`config.mk`:
```
export PLATFORM = sky130hd
export DESIGN_NAME = sorted_interval_reservation_table_unit
export DESIGN_NICKNAME = d
export VERILOG_FILES = /design/src/hw/rtl/sirt_pkg.sv /design/src/hw/rtl/sirt_entry_ram.sv /design/src/hw/rtl/sirt_seq.sv /design/src/hw/rtl/sorted_interval_reservation_table_unit.sv
export SDC_FILE = /design/constraint.sdc
export NUM_CORES = 2
export LEC_CHECK = 0
export BUFFER_PORTS_ARGS = -buffer_cell sky130_fd_sc_hd__buf_2
export CORE_ASPECT_RATIO = 1.2
export CORE_MARGIN = 2
export CORE_UTILIZATION = 63
export DETAILED_ROUTE_END_ITERATION = 7
export GPL_TIMING_DRIVEN = 0
export PLACE_DENSITY = 0.91
export SYNTH_ARGS = -nofsm -noshare
export SYNTH_HDL_FRONTEND = slang
export SYNTH_SLANG_ARGS = --single-unit
export TNS_END_PERCENT = 20
```
`constraint.sdc`:
```
create_clock -name clk -period 7.35 [get_ports clk]
set_clock_uncertainty 0.1 [all_clocks]
set_input_delay 0.735 -clock clk [delete_from_list [all_inputs] [get_ports clk]]
set_output_delay 0.735 -clock clk [all_outputs]
set_load 0.01 [all_outputs]
```
`src/hw/rtl/sirt_pkg.sv`:
```
// ----------------------------------------------------------------------------
// sirt_pkg
// Shared types and codes for the sorted interval reservation table.
// ----------------------------------------------------------------------------
`timescale 1ns / 1ps

package sirt_pkg;

	localparam int TIME_W  = 11;
	localparam int ROOM_W  = 16;
	localparam int REQ_W   = 2;
	localparam int STAT_W  = 3;
	localparam int SLOT_W  = 5;
	localparam int COUNT_W = 6;

	// 24 hours in unsigned q5.6
	localparam logic [TIME_W-1:0] DAY_END = 11'd1536;

	localparam logic [REQ_W-1:0] REQ_INSERT = 2'd0;
	localparam logic [REQ_W-1:0] REQ_REMOVE = 2'd1;
	localparam logic [REQ_W-1:0] REQ_FIND   = 2'd2;

	localparam logic [STAT_W-1:0] STAT_INSERTED  = 3'd0;
	localparam logic [STAT_W-1:0] STAT_INVALID   = 3'd1;
	localparam logic [STAT_W-1:0] STAT_OVERLAP   = 3'd2;
	localparam logic [STAT_W-1:0] STAT_FULL      = 3'd3;
	localparam logic [STAT_W-1:0] STAT_REMOVED   = 3'd4;
	localparam logic [STAT_W-1:0] STAT_FOUND     = 3'd5;
	localparam logic [STAT_W-1:0] STAT_NOT_FOUND = 3'd6;

	typedef struct packed {
		logic [TIME_W-1:0] beg_time;
		logic [TIME_W-1:0] fin_time;
		logic [ROOM_W-1:0] room_tag;
	} entry_t;

	typedef struct packed {
		logic [STAT_W-1:0]  status;
		logic [SLOT_W-1:0]  slot_index;
		logic [TIME_W-1:0]  found_end;
		logic [ROOM_W-1:0]  found_room;
		logic [COUNT_W-1:0] entry_count;
	} rsp_t;

endpackage

```
`src/hw/rtl/sirt_entry_ram.sv`:
```
// ----------------------------------------------------------------------------
// sirt_entry_ram
// Entry memory: one write port, one read port, registered read data.
// ----------------------------------------------------------------------------
`timescale 1ns / 1ps

module sirt_entry_ram #(
	parameter int DEPTH = 32,
	parameter int AW    = 5
) (
	input  logic             clk,
	input  logic             rd_en,
	input  logic [AW-1:0]    rd_addr,
	output sirt_pkg::entry_t rd_data,
	input  logic             wr_en,
	input  logic [AW-1:0]    wr_addr,
	input  sirt_pkg::entry_t wr_data
);

	sirt_pkg::entry_t mem [DEPTH];

	always_ff @(posedge clk) begin
		if (wr_en) begin
			mem[wr_addr] <= wr_data;
		end
	end

	always_ff @(posedge clk) begin
		if (rd_en) begin
			rd_data <= mem[rd_addr];
		end
	end

endmodule

```
`src/hw/rtl/sirt_seq.sv`:
```
// ----------------------------------------------------------------------------
// sirt_seq
// Request sequencer: scans the entry memory, decides the slot, and shifts
// entries up or down one place per cycle through the memory ports.
// ----------------------------------------------------------------------------
`timescale 1ns / 1ps

module sirt_seq #(
	parameter int DEPTH = 32,
	parameter int IW    = 5,
	parameter int CW    = 6
) (
	input  logic                              clk,
	input  logic                              arst_n,
	input  logic                              req_valid,
	output logic                              req_ready,
	input  logic [sirt_pkg::REQ_W-1:0]        req_type,
	input  logic [sirt_pkg::TIME_W-1:0]       begin_time,
	input  logic [sirt_pkg::TIME_W-1:0]       end_time,
	input  logic [sirt_pkg::ROOM_W-1:0]       room,
	input  logic                              rsp_free,
	output logic                              rsp_load,
	output sirt_pkg::rsp_t                    rsp,
	output logic                              rd_en,
	output logic [IW-1:0]                     rd_addr,
	input  sirt_pkg::entry_t                  rd_data,
	output logic                              wr_en,
	output logic [IW-1:0]                     wr_addr,
	output sirt_pkg::entry_t                  wr_data
);

	localparam logic [2:0] S_IDLE   = 3'd0;
	localparam logic [2:0] S_SCAN   = 3'd1;
	localparam logic [2:0] S_DECIDE = 3'd2;
	localparam logic [2:0] S_SHUP   = 3'd3;
	localparam logic [2:0] S_SHDN   = 3'd4;
	localparam logic [2:0] S_WRITE  = 3'd5;
	localparam logic [2:0] S_DONE   = 3'd6;

	logic [2:0]                        state_q;
	logic [sirt_pkg::REQ_W-1:0]        type_q;
	logic [sirt_pkg::TIME_W-1:0]       beg_q;
	logic [sirt_pkg::TIME_W-1:0]       fin_q;
	logic [sirt_pkg::ROOM_W-1:0]       room_q;
	logic [CW-1:0]                     count_q;
	logic [CW-1:0]                     rd_ptr_q;
	logic [CW-1:0]                     slot_q;
	logic                              iss_done_q;
	logic                              vld_s1;
	logic [IW-1:0]                     idx_s1;
	logic [sirt_pkg::TIME_W-1:0]       prev_end_q;
	logic                              first_ok_q;
	logic                              last_ok_q;
	logic                              inner_ok_q;
	logic [IW-1:0]                     inner_slot_q;
	sirt_pkg::rsp_t                    rsp_q;

	logic                              last_s1;
	logic                              dec_found;
	logic [CW-1:0]                     dec_slot;

	assign req_ready = (state_q == S_IDLE);
	assign rsp_load  = (state_q == S_DONE) && rsp_free;
	assign rsp       = rsp_q;
	assign last_s1   = vld_s1 && (CW'(idx_s1) == count_q - CW'(1));

	// gap choice after the scan
	always_comb begin
		dec_found = 1'b1;
		dec_slot  = '0;
		priority if (last_ok_q) begin
			dec_slot = count_q;
		end else if (first_ok_q) begin
			dec_slot = '0;
		end else if (inner_ok_q) begin
			dec_slot = CW'(inner_slot_q);
		end else begin
			dec_found = 1'b0;
		end
	end

	// memory port control
	always_comb begin
		rd_en   = 1'b0;
		rd_addr = rd_ptr_q[IW-1:0];
		wr_en   = 1'b0;
		wr_addr = slot_q[IW-1:0];
		wr_data = rd_data;
		unique case (state_q)
			S_SCAN: begin
				rd_en = (rd_ptr_q < count_q);
			end
			S_SHUP: begin
				rd_en   = !iss_done_q;
				wr_en   = vld_s1;
				wr_addr = idx_s1 + IW'(1);
			end
			S_SHDN: begin
				rd_en   = (rd_ptr_q < count_q);
				wr_en   = vld_s1;
				wr_addr = idx_s1 - IW'(1);
			end
			S_WRITE: begin
				wr_en   = 1'b1;
				wr_data = '{beg_time: beg_q, fin_time: fin_q, room_tag: room_q};
			end
			default: begin
			end
		endcase
	end

	always_ff @(posedge clk or negedge arst_n) begin
		if (!arst_n) begin
			state_q      <= S_IDLE;
			type_q       <= '0;
			beg_q        <= '0;
			fin_q        <= '0;
			room_q       <= '0;
			count_q      <= '0;
			rd_ptr_q     <= '0;
			slot_q       <= '0;
			iss_done_q   <= 1'b0;
			vld_s1       <= 1'b0;
			idx_s1       <= '0;
			prev_end_q   <= '0;
			first_ok_q   <= 1'b0;
			last_ok_q    <= 1'b0;
			inner_ok_q   <= 1'b0;
			inner_slot_q <= '0;
			rsp_q        <= '0;
		end else begin
			vld_s1 <= rd_en;
			idx_s1 <= rd_ptr_q[IW-1:0];
			unique case (state_q)
				S_IDLE: begin
					if (req_valid) begin
						type_q     <= req_type;
						beg_q      <= begin_time;
						fin_q      <= end_time;
						room_q     <= room;
						rd_ptr_q   <= '0;
						first_ok_q <= 1'b0;
						last_ok_q  <= 1'b0;
						inner_ok_q <= 1'b0;
						slot_q     <= '0;
						rsp_q      <= '{sirt_pkg::STAT_NOT_FOUND, '0, '0, '0,
							sirt_pkg::COUNT_W'(count_q)};
						if (req_type == sirt_pkg::REQ_INSERT) begin
							if (end_time > sirt_pkg::DAY_END || begin_time >= end_time) begin
								rsp_q.status <= sirt_pkg::STAT_INVALID;
								state_q      <= S_DONE;
							end else if (count_q == '0) begin
								state_q <= S_WRITE;
							end else begin
								state_q <= S_SCAN;
							end
						end else if (req_type == sirt_pkg::REQ_REMOVE ||
								req_type == sirt_pkg::REQ_FIND) begin
							state_q <= (count_q == '0) ? S_DONE : S_SCAN;
						end else begin
							state_q <= S_DONE;
						end
					end
				end
				S_SCAN: begin
					if (rd_en) begin
						rd_ptr_q <= rd_ptr_q + CW'(1);
					end
					if (vld_s1) begin
						if (type_q == sirt_pkg::REQ_INSERT) begin
							if (idx_s1 == '0) begin
								first_ok_q <= (rd_data.beg_time >= fin_q);
							end else if (!inner_ok_q && beg_q >= prev_end_q &&
									fin_q <= rd_data.beg_time) begin
								inner_ok_q   <= 1'b1;
								inner_slot_q <= idx_s1;
							end
							prev_end_q <= rd_data.fin_time;
							if (last_s1) begin
								last_ok_q <= (rd_data.fin_time <= beg_q);
								state_q   <= S_DECIDE;
							end
						end else if (rd_data.beg_time == beg_q) begin
							slot_q <= CW'(idx_s1);
							if (type_q == sirt_pkg::REQ_FIND) begin
								rsp_q <= '{sirt_pkg::STAT_FOUND,
									sirt_pkg::SLOT_W'(idx_s1), rd_data.fin_time,
									rd_data.room_tag, sirt_pkg::COUNT_W'(count_q)};
								state_q <= S_DONE;
							end else if (last_s1) begin
								count_q <= count_q - CW'(1);
								rsp_q   <= '{sirt_pkg::STAT_REMOVED,
									sirt_pkg::SLOT_W'(idx_s1), '0, '0,
									sirt_pkg::COUNT_W'(count_q - CW'(1))};
								state_q <= S_DONE;
							end else begin
								rd_ptr_q <= CW'(idx_s1) + CW'(1);
								vld_s1   <= 1'b0;
								state_q  <= S_SHDN;
							end
						end else if (last_s1) begin
							state_q <= S_DONE;
						end
					end
				end
				S_DECIDE: begin
					if (!dec_found) begin
						rsp_q.status <= sirt_pkg::STAT_OVERLAP;
						state_q      <= S_DONE;
					end else if (count_q == CW'(DEPTH)) begin
						rsp_q.status <= sirt_pkg::STAT_FULL;
						state_q      <= S_DONE;
					end else begin
						slot_q <= dec_slot;
						if (dec_slot == count_q) begin
							state_q <= S_WRITE;
						end else begin
							rd_ptr_q   <= count_q - CW'(1);
							iss_done_q <= 1'b0;
							vld_s1     <= 1'b0;
							state_q    <= S_SHUP;
						end
					end
				end
				S_SHUP: begin
					if (rd_en) begin
						rd_ptr_q <= rd_ptr_q - CW'(1);
						if (rd_ptr_q == slot_q) begin
							iss_done_q <= 1'b1;
						end
					end
					if (vld_s1 && CW'(idx_s1) == slot_q) begin
						state_q <= S_WRITE;
					end
				end
				S_SHDN: begin
					if (rd_en) begin
						rd_ptr_q <= rd_ptr_q + CW'(1);
					end
					if (last_s1) begin
						count_q <= count_q - CW'(1);
						rsp_q   <= '{sirt_pkg::STAT_REMOVED, sirt_pkg::SLOT_W'(slot_q),
							'0, '0, sirt_pkg::COUNT_W'(count_q - CW'(1))};
						state_q <= S_DONE;
					end
				end
				S_WRITE: begin
					count_q <= count_q + CW'(1);
					rsp_q   <= '{sirt_pkg::STAT_INSERTED, sirt_pkg::SLOT_W'(slot_q),
						'0, '0, sirt_pkg::COUNT_W'(count_q + CW'(1))};
					state_q <= S_DONE;
				end
				S_DONE: begin
					if (rsp_free) begin
						state_q <= S_IDLE;
					end
				end
				default: begin
					state_q <= S_IDLE;
				end
			endcase
		end
	end

endmodule

```
`src/hw/rtl/sorted_interval_reservation_table_unit.sv`:
```
// ----------------------------------------------------------------------------
// sorted_interval_reservation_table_unit
// Keeps up to TABLE_DEPTH non-overlapping intervals with room tags, sorted by
// start time, in one entry memory with one read and one write port (read data
// registered). One request is worked at a time and answers with one response.
// Insert scans all n stored entries, picks the slot, then moves the later
// entries up one place per cycle and writes the new one. Find scans until the
// first match. Remove adds a downward move of the later entries, one per
// cycle. A bad interval or an unknown request type answers without a scan.
// A response register lets the next request be taken while the last
// response waits. The memory needs no clearing pass after reset.
// ----------------------------------------------------------------------------
`timescale 1ns / 1ps

module sorted_interval_reservation_table_unit #(
	parameter int TABLE_DEPTH = 32
) (
	input  logic                                clk,
	input  logic                                arst_n,
	input  logic                                req_valid,
	output logic                                req_ready,
	input  logic [sirt_pkg::REQ_W-1:0]          req_type,
	input  logic [sirt_pkg::TIME_W-1:0]         begin_time,
	input  logic [sirt_pkg::TIME_W-1:0]         end_time,
	input  logic [sirt_pkg::ROOM_W-1:0]         room,
	output logic                                rsp_valid,
	input  logic                                rsp_ready,
	output logic [sirt_pkg::STAT_W-1:0]         status,
	output logic [sirt_pkg::SLOT_W-1:0]         slot_index,
	output logic [sirt_pkg::TIME_W-1:0]         found_end,
	output logic [sirt_pkg::ROOM_W-1:0]         found_room,
	output logic [sirt_pkg::COUNT_W-1:0]        entry_count
);

	localparam int IW = $clog2(TABLE_DEPTH);
	localparam int CW = $clog2(TABLE_DEPTH + 1);

	logic             rd_en;
	logic [IW-1:0]    rd_addr;
	sirt_pkg::entry_t rd_data;
	logic             wr_en;
	logic [IW-1:0]    wr_addr;
	sirt_pkg::entry_t wr_data;
	logic             rsp_free;
	logic             rsp_load;
	sirt_pkg::rsp_t   rsp_next;
	sirt_pkg::rsp_t   rsp_q;
	logic             rsp_valid_q;

	sirt_entry_ram #(
		.DEPTH (TABLE_DEPTH),
		.AW    (IW)
	) u_ram (
		.clk     (clk),
		.rd_en   (rd_en),
		.rd_addr (rd_addr),
		.rd_data (rd_data),
		.wr_en   (wr_en),
		.wr_addr (wr_addr),
		.wr_data (wr_data)
	);

	sirt_seq #(
		.DEPTH (TABLE_DEPTH),
		.IW    (IW),
		.CW    (CW)
	) u_seq (
		.clk        (clk),
		.arst_n     (arst_n),
		.req_valid  (req_valid),
		.req_ready  (req_ready),
		.req_type   (req_type),
		.begin_time (begin_time),
		.end_time   (end_time),
		.room       (room),
		.rsp_free   (rsp_free),
		.rsp_load   (rsp_load),
		.rsp        (rsp_next),
		.rd_en      (rd_en),
		.rd_addr    (rd_addr),
		.rd_data    (rd_data),
		.wr_en      (wr_en),
		.wr_addr    (wr_addr),
		.wr_data    (wr_data)
	);

	// response register
	assign rsp_free = !rsp_valid_q || rsp_ready;

	always_ff @(posedge clk or negedge arst_n) begin
		if (!arst_n) begin
			rsp_valid_q <= 1'b0;
			rsp_q       <= '0;
		end else if (rsp_load) begin
			rsp_valid_q <= 1'b1;
			rsp_q       <= rsp_next;
		end else if (rsp_ready) begin
			rsp_valid_q <= 1'b0;
		end
	end

	assign rsp_valid   = rsp_valid_q;
	assign status      = rsp_q.status;
	assign slot_index  = rsp_q.slot_index;
	assign found_end   = rsp_q.found_end;
	assign found_room  = rsp_q.found_room;
	assign entry_count = rsp_q.entry_count;

endmodule
```
==> summary.txt <==
Worst setup path
  – Worst path top cell family by delay: simple AND/OR/NAND/NOR gates
  – Worst-path maximum fanout: 20
  – Cell breakdown of the critical path: buf_2, clkinv_1, nor2_2, inv_1, fa_1, nor2b_1, o21ai_0, a21boi_0, o31ai_1, o21bai_1, clkbuf_1, nand3_1, nor2_4, buf_12
  – Crit. End Element: flop
  – CP max stage delay: 1200 ps
  – Worst Path Buf+Inv: 5
  – RR Endpoint: u_ram.mem[13][21]
  – Critical-path top delay cell: nor2_4
  – FF-to-FF setup slack: 850 ps
  – Crit Path Class: flop to flop
  – Worst EP required: 7670 ps
  – Critical Path AT: 6830 ps
  – R2r startpoint: u_seq.state_q[2]
  – Crit start category: flop
  – Worst reg2reg path depth: 14

Synthesis
  – Post-synthesis sequential area ratio: 73.10%
  – Post-synth EDFFs: 1,254
  – Post-synthesis cell type count: 77
  – Synthesized area: 57,330 sq um
  – Post-synth top flop: edfxtp_1
  – Net Count, Synth: 2,963
  – Post-synthesis cell count: 2,858
  – Ys async rst share: 11.94%
  – Synthesized flop and latch total: 1,424
  – Syn Area/Cell: 20.06 sq um
  – Synth warn: 0

Pwr
  – Internal: 0.01768 W
  – NetSw: 0.009241 W
  – Clk network pwr share: 25.1%
  – Switching Fraction: 34.32%
  – Logic gate share of total power: 31.1%
  – Leak Pwr: 21.70 nW
  – Sequential fraction of design power: 43.8%
  – Max VDD drop: 0.0002850 V
  – Cell Pwr Density: 415.6 nW/um^2

Clock tree
  – Setup Buffers After CTS: 0
  – Max clock buf depth: 3
  – CTS tree: built
  – Clock latency on the worst-skew pair: 770 ps
  – Num CTS Buffers: 130
  – Clock sink count: 1,424
  – Clock slew at reported path FFs: 70 ps
  – Root buffer cell: clkbuf_16
  – Hold_buf cts: 1
  – Htree depth: 4
  – Post-CTS resize count: 0

Routing
  – Drt first pass iters: 8
  – Aggregate routed wire length: 183,400 um
  – Number of remaining DRC errors: 28
  – Antenna-violating nets left: 0
  – DRT iter0 DRCs: 6,650
  – Vias per cell: 7.676
  – Wire per inst: 41.60 um
  – Via count: 33.84k

STA
  – Endpoints failing hold: 0
  – Slew Viols, Final: 11
  – Fmax: 153.7 MHz
  – Final setup vio count: 0
  – Min cycle time layout: 6505 ps
  – RSZ-0062 raised after global routing: no
  – Slew headroom: -2.173%
  – Slew @ Worst Pin: 1533 ps
  – Period utilisation layout: 88.50%

Global route
  – GRT overflow: 0
  – Total GRT Usage: 39.98%
  – Initial antenna violation count: 8
  – Vias in the first global route: 34.08k
  – First-pass GRT wire length: 255,900 um
  – Largest net degree at the start of global routing: 121

Cells and area
  – Share of layout cells above drive strength 1: 29.37%
  – ANT cells: 0
  – Fill cell count: 4,681
  – Synth-to-Final Area Change: 13.00%
  – Core Util, Final: 71.56%
  – Non-filler cells, final: 4,409
  – Commonest cells after routing, fill and taps aside: 1,254 x edfxtp_1, 380 x mux4_2, 183 x nand2_1
  – FF/Latch Area: 41,910 sq um
  – Final #Nets: 3,248
  – Commonest non-fill, non-tap cell in the layout: edfxtp_1
  – Multi-input logic area: 14,750 sq um

Placement
  – GPL Wtd Cong: 0.9005
  – Port Buffers: 86
  – DP Wirelength: 109,600 um
  – Placed cells: 4,178

Floorplan
  – Die area: 93,440 sq um
  – Chip width: 279.4 um
  – Io pins: 87
  – Row count: 121
  – Starting density of the core: 63.32%
  – Die H: 334.5 um
  – Core area: 90,530 sq um

Min path
  – WHS Endpoint: u_seq.beg_q[8]
  – Min-Delay Startpoint: begin_time[8]
  – Worst hold path type: primary input to flop
  – Hold path depth: 3

Run status
  – Status: finished, violations left
  – Violated checks: DRC, capacitance limit, slew limit

Job
  – MaxCap Viol Count: 1
per-stage QoR:
step / total power (W) / hold WS (ps) / setup WS, ps / TNS [ps] / area [sq um]
floorplan: 0.01638 / 278.1 / 1667 / 0 / 57330
finish: 0.02692 / 120.3 / 845.2 / 0 / 64780
global route: 0.02736 / 123.7 / 862.5 / 0 / 64780
CTS: 0.02645 / 108.4 / 1417 / 0 / 64780
global placement: 0.01860 / 337.2 / -2096 / -414700 / 59220
detailed placement: 0.01959 / 341.7 / 1652 / 0 / 60690
worst max-delay path by stage:
stage,from,end,slack [ps],cells past startpoint
after floorplan,u_seq.state_q[1],u_ram.mem[31][0],1670,13
after global placement,u_seq.state_q[2],u_ram.mem[30][25],-2100,12
after detailed placement,u_seq.state_q[2],u_ram.mem[15][26],1650,14
after CTS,u_seq.state_q[2],u_ram.mem[15][23],1420,14
after global routing,u_seq.state_q[2],u_ram.mem[13][23],860,14
final,u_seq.state_q[2],u_ram.mem[13][21],850,14
worst reg2reg max path: cells and delay by family (launching register included):
kind,cells,cell delay [ps]
flip-flops,1,340
buffers and inverters,5,1650
AND/OR/NAND/NOR,4,2660
adder cells (fa/ha/maj),1,530
AO/OA/AOI/OAI,4,880
sequential cells by signal (all words and copies together), names as in the netlist, 2 cells and up:
name                count
u_seq.prev_end_q       11
u_seq.idx_s1            5
u_seq.inner_slot_q      5
u_seq.room_q           16
u_seq.type_q            2
u_seq.rd_ptr_q          6
u_seq.fin_q            11
u_seq.count_q           6
u_seq.state_q           3
u_seq.slot_q            6
found_room             16
found_end              11
slot_index              5
u_ram.mem            1216
status                  3
u_seq.rsp              41
u_ram.rd_data          38
u_seq.beg_q            11
entry_count             6
cell usage after synthesis (4+ instances only):
cell | count | area (sq um)
o21a_1 | 6 | 45.04
xor2_1 | 14 | 122.6
or2_2 | 4 | 25.02
nand2b_1 | 9 | 56.30
nor3_1 | 20 | 100.1
a22oi_1 | 4 | 30.03
nand3b_1 | 5 | 37.54
nor3b_1 | 5 | 37.54
nand2_1 | 183 | 686.9
nand4_1 | 11 | 68.82
clkbuf_1 | 85 | 319.1
edfxtp_1 | 1254 | 37660
buf_2 | 33 | 165.2
mux4_2 | 380 | 8558
and2_1 | 4 | 25.02
a21oi_1 | 24 | 120.1
xnor2_1 | 36 | 315.3
and3_1 | 10 | 62.56
a211o_1 | 4 | 35.03
inv_1 | 91 | 341.6
a21o_1 | 5 | 37.54
ha_1 | 60 | 750.7
a211oi_1 | 6 | 45.04
o31ai_1 | 4 | 30.03
mux2i_1 | 31 | 310.3
a21boi_0 | 4 | 30.03
o211ai_1 | 13 | 97.59
nor2b_1 | 6 | 37.54
nor2_1 | 68 | 255.2
buf_1 | 19 | 71.32
a31oi_1 | 5 | 31.28
mux2_2 | 143 | 1610
o21ai_0 | 51 | 255.2
nand3_1 | 23 | 115.1
dfrtp_1 | 170 | 4254
o22ai_1 | 6 | 37.54
a32oi_1 | 5 | 43.79
per-layer routing:
layer / share of wire (%) / vias up / GRT usage (%) / wire length, um
met5: 0.10 / - / 0.9942 / 189
li1: - / 12130 / - / -
met2: 46 / 3826 / 61.15 / 84370
met1: 30 / 16820 / 47.75 / 55510
met4: 8.5 / 16 / 26.82 / 15550
met3: 15 / 1058 / 14.97 / 27810
layout make-up:
class | count | area share, %
inverter | 93 | 0.5388
tap | 1168 | 2.256
timing repair buffer | 153 | 2.528
sequential | 1424 | 64.69
clock buffer | 177 | 5.713
clock inverter | 53 | 0.5833
multi-input combinational | 1199 | 22.76
buffer | 142 | 0.9290
cells by family after synthesis:
logic type / Yosys count / synth area share (%)
DFF: 1424 / 73.10
muxes: 554 / 18.28
and+or+nand+nor: 368 / 2.918
buffers and inverters: 235 / 1.656
AOI/OAI and AO/OA: 165 / 1.908
adders and majority gates: 61 / 1.344
xor gates and xnor gates: 51 / 0.7922
power by group through the flow:
stage | clock, W | combinational [W] | sequential [W]
2_1_floorplan | 0 | 0.00487 | 0.0115
3_3_place_gp | 0 | 0.00676 | 0.0118
3_5_place_dp | 0 | 0.00777 | 0.0118
4_1_cts | 0.00671 | 0.00805 | 0.0117
5_1_grt | 0.00697 | 0.00860 | 0.0118
6_report | 0.00675 | 0.00838 | 0.0118
(Power assumes the default switching activity.)
